<file path="config.mk">
export PLATFORM = sky130hd
export DESIGN_NAME = ssc_match_acc
export DESIGN_NICKNAME = d
export VERILOG_FILES = /design/src/rtl/core/ssc_pkg.sv /design/src/rtl/core/ssc_match_acc.sv
export SDC_FILE = /design/constraint.sdc
export NUM_CORES = 1
export LEC_CHECK = 0
export ABC_AREA = 0
export BUFFER_PORTS_ARGS = -buffer_cell sky130_fd_sc_hd__buf_2
export CORE_MARGIN = 3
export CORE_UTILIZATION = 47
export DETAILED_ROUTE_END_ITERATION = 12
export PLACE_DENSITY = 0.83
export SETUP_SLACK_MARGIN = 0.5
export SYNTH_ARGS = -nofsm -noshare
export SYNTH_HDL_FRONTEND = slang
export SYNTH_SLANG_ARGS = --single-unit
</file>
<file path="constraint.sdc">
create_clock -name clk -period 3.7 [get_ports clk]
set_input_delay 0.74 -clock clk [delete_from_list [all_inputs] [get_ports clk]]
set_output_delay 0.74 -clock clk [all_outputs]
set_load 0.05 [all_outputs]
</file>
<file path="src/rtl/core/ssc_pkg.sv">
`default_nettype none
// ----------------------------------------------------------------------------
// ssc_pkg: shared types and constants for the segment stabbing counter
// Holds the payload structs of both channels, the command codes, the table
// sizing and the sequencer state type.
// ----------------------------------------------------------------------------
package ssc_pkg;

	localparam int MAX_SEGMENTS = 1024;
	localparam int IDX_W        = $clog2(MAX_SEGMENTS);
	localparam int CNT_W        = $clog2(MAX_SEGMENTS + 1);
	localparam int COORD_W      = 32;
	localparam int HIT_W        = 11;
	localparam int CMD_W        = 2;

	localparam logic [CMD_W-1:0] CMD_CLEAR = 2'd0;
	localparam logic [CMD_W-1:0] CMD_ADD   = 2'd1;
	localparam logic [CMD_W-1:0] CMD_QUERY = 2'd2;

	typedef struct packed {
		logic [CMD_W-1:0]          cmd;
		logic signed [COORD_W-1:0] seg_start;
		logic signed [COORD_W-1:0] seg_end;
		logic signed [COORD_W-1:0] point_value;
	} seg_in_t;

	typedef struct packed {
		logic [HIT_W-1:0] hit_count;
		logic             status;
	} seg_out_t;

	typedef struct packed {
		logic signed [COORD_W-1:0] seg_start;
		logic signed [COORD_W-1:0] seg_end;
	} seg_pair_t;

	// Control from the sequencer to the match/accumulate unit.
	typedef struct packed {
		logic acc_clear;
		logic sample;
	} scan_ctl_t;

	typedef enum logic [1:0] {
		ST_IDLE,
		ST_SCAN,
		ST_DRAIN,
		ST_RESULT
	} state_t;

endpackage
`default_nettype wire

</file>
<file path="src/rtl/core/ssc_match_acc.sv">
`default_nettype none
// ----------------------------------------------------------------------------
// ssc_match_acc: shared compare and count unit
// Checks one stored segment per cycle against the query point and counts
// the segments that contain it.
// ----------------------------------------------------------------------------
module ssc_match_acc (
	input  wire                               clk,
	input  ssc_pkg::scan_ctl_t                ctl,
	input  wire signed [ssc_pkg::COORD_W-1:0] point,
	input  ssc_pkg::seg_pair_t                seg,
	output logic [ssc_pkg::CNT_W-1:0]         hits
);
	import ssc_pkg::*;

	logic [CNT_W-1:0] acc_q;
	logic             match;

	// A reversed segment fails one of the two compares, so it never matches.
	assign match = (seg.seg_start <= point) && (point <= seg.seg_end);

	always_ff @(posedge clk) begin
		if (ctl.acc_clear) begin
			acc_q <= '0;
		end else if (ctl.sample && match) begin
			acc_q <= acc_q + 1'b1;
		end
	end

	assign hits = acc_q;

endmodule
`default_nettype wire
</file>
==> flow_metrics.env <==
export IMPL_status="complete, no violations"
export IMPL_ys_seq_area_frac=0.102
export IMPL_period_share=0.800
export IMPL_cp_startpoint="point[30]"
export IMPL_crit_fanout=4
export IMPL_cts_tree="yes"
export IMPL_holdWs_ns=0.502
export IMPL_drive_above_1_share=0.290
export IMPL_peakVddDrop_mv=0.229
export IMPL_r2r_cells=6
export IMPL_pwr_density_cell_nw_per_um2=172
export IMPL_synth_cell_types=36
export IMPL_drv_cap=0
export IMPL_rsz0062_at_grt="no"
export IMPL_regArea_um2=220
export IMPL_dieWidth_um=73.9
export IMPL_io_pins=110
export IMPL_crit_path_end_kind="flip-flop"
export IMPL_synth_area_leaders="ha_1, inv_1, dfxtp_1, a21oi_1, nand4_1"
export IMPL_grtUsageTotal=0.183
export IMPL_synth_edff_count=0
export IMPL_grt_pass1_wl_um=8330
export IMPL_fin_nets=568
export IMPL_grt_pass1_vias=2175
export IMPL_clock_sinks=11
export IMPL_wl_per_cell_um=11.6
export IMPL_yosysWarnings=0
export IMPL_fin_util=0.637
export IMPL_finalSetupViolCount=0
export IMPL_hold_path_depth=2
export IMPL_wl_um=5260
export IMPL_syn_num_nets=456
export IMPL_hold_viol_final=0
export IMPL_ctsHtreeMaxLevel=1
export IMPL_syn_avg_cell_area_um2=7.41
export IMPL_cts_path_max_buffers=2
export IMPL_root_buffer="clkbuf_8"
export IMPL_via_count=2376
export IMPL_min_delay_start="hits[10]"
export IMPL_tightest_slew_ns=0.587
export IMPL_postCtsSetupRepairBufs=0
export IMPL_io_buffers=109
export IMPL_yosys_area_top_type="ha_1"
export IMPL_required_ns=3.87
export IMPL_grt_max_degree=17
export IMPL_antenna_cells=0
export IMPL_cts_buffers=3
export IMPL_synthCells=292
export IMPL_start_kind="input pin"
export IMPL_hold_class="reg2reg"
export IMPL_gr_total_overflow=0
export IMPL_ant_nets=0
export IMPL_vias_per_cell=5.22
export IMPL_antenna_found_initial=0
export IMPL_drc=0
export IMPL_synth_async_reset_ratio=0
export IMPL_finalCriticalPeriod_ns=2.96
export IMPL_initial_core_util=0.490
export IMPL_n_fill_cell=399
export IMPL_instances_no_fill=455
export IMPL_rr_startpoint="hits[0]"
export IMPL_syn_area_um2=2160
export IMPL_area_growth_synth_to_final_pct=30.0
export IMPL_largest_reg_flops=11
export IMPL_first_pass_iters=4
export IMPL_max_freq_mhz=338
export IMPL_placedCellCount=451
export IMPL_relSlewSlack=0.605
export IMPL_worstSetupPathType="in2reg"
export IMPL_num_rows=24
export IMPL_dieArea_um2=5460
export IMPL_clk_insertion_delay_late_ns=0.24
export IMPL_dr_first_iter_drc_count=46
export IMPL_finalWeightedCongestion=0.786
export IMPL_fin_tns_setup_ns=0
export IMPL_fp_dieH_um=73.9
export IMPL_ys_flop_type="dfxtp_1"
export IMPL_ys_seq_elements=11
export IMPL_finClkSkew_ns=0.00668
export IMPL_leakage_nw=1.66
export IMPL_power_mw=0.483
export IMPL_drv_slew=0
export IMPL_dpl_hpwl_um=4820
export IMPL_multi_input_area_um2=1680
export IMPL_worstPathArrival_ns=3.13
export IMPL_coreArea_um2=4410
export IMPL_synth_top_area_share=0.376
export IMPL_clk_pin_slew_ns=0.05
[cells by family (layout without fill, tap and decap cells)]
| family | Yosys count | in the layout | synth area share |
|---|---|---|---|
| fa+ha+maj | 65 | 65 | 0.376 |
| buf+inv | 70 | 181 | 0.125 |
| mux | 1 | 1 | 0.00462 |
| compound gates | 72 | 72 | 0.206 |
| simple gates | 72 | 72 | 0.183 |
| xor+xnor | 1 | 1 | 0.00405 |
| flops | 11 | 11 | 0.102 |
[area by class of cell]
type                       count  share of cell area
multi-input combinational    211               0.598
timing repair buffer         109               0.194
inverter                      68              0.0907
clock buffer                   4              0.0160
sequential                    11              0.0783
tap                           52              0.0231
[critical path, cell delays in order]
cell and delay [ns]:
buf_2 0.11, ha_1 0.32, nand4_1 0.18, nor2_1 0.07, a22o_1 0.21, or4_4 0.44
a211oi_4 0.23, o2111ai_1 0.24, or4_1 0.45, a21oi_1 0.15
[per-stage QoR]
stage / setup slack [ns] / cell area, µm²
2_1_floorplan: 0.787 / 2160
3_3_place_gp: 0.481 / 2760
3_5_place_dp: 0.435 / 2760
4_1_cts: 0.685 / 2810
5_1_grt: 0.588 / 2810
6_report: 0.738 / 2810
[report_power, final]
| part | internal, mW | leakage, nW | switching [mW] | total (mW) |
|---|---|---|---|---|
| Sequential | 0.121 | 0.0887 | 0.00249 | 0.123 |
| Clock | 0.0756 | 0.0228 | 0.0448 | 0.120 |
| Combinational | 0.115 | 1.55 | 0.125 | 0.240 |
| Total | 0.311 | 1.66 | 0.172 | 0.483 |
[layer usage]
layer  part of all wire  vias to the layer above  wire [µm]  GRT usage
li1                   -                     1265          -          -
met1               0.44                     1032       2290      0.225
met2               0.48                       69       2540      0.335
met3              0.063                       10        330     0.0246
met4              0.017                        0         91     0.0382
met5                  0                        -          0          0
[final timing paths]
| check | to | slack, ns |
|---|---|---|
| max reg2reg | hits[10] | 2.12 |
| min reg2reg | hits[10] | 0.50 |
| min | hits[10] | 0.50 |
| max | hits[8] | 0.74 |
[what timing repair did]
item / 4_1_cts / 5_1_grt
endpoints found under the setup margin: 0 / 2
hold buffers: 0 / 0
resized for setup: 0 / 1
[Yosys cell counts (all sizes together) (2+ instances only)]
cell type   n
dfxtp      11
and4        2
nor3        2
a221oi      2
nor4        4
nor2b       2
nand2b      2
a21o        4
nand2      15
a21oi      36
o211ai      5
nor2        5
and3        2
nand4      17
o21ai      17
or3         9
inv        68
nand3      10
or4         2
ha         65
[placed cells by master, fill, tap and decap left out, drive strengths merged, types with 2 or more instances in the layout]
| cell type | count |
|---|---|
| nor3 | 2 |
| o21ai | 17 |
| and3 | 2 |
| nor2b | 2 |
| or3 | 9 |
| nor2 | 5 |
| or4 | 2 |
| dfxtp | 11 |
| nand2b | 2 |
| nor4 | 4 |
| nand4 | 17 |
| a21oi | 36 |
| a221oi | 2 |
| buf | 109 |
| nand2 | 15 |
| o211ai | 5 |
| clkbuf | 4 |
| and4 | 2 |
| nand3 | 10 |
| inv | 68 |
| a21o | 4 |
| ha | 65 |
(Power assumes the default switching activity.)
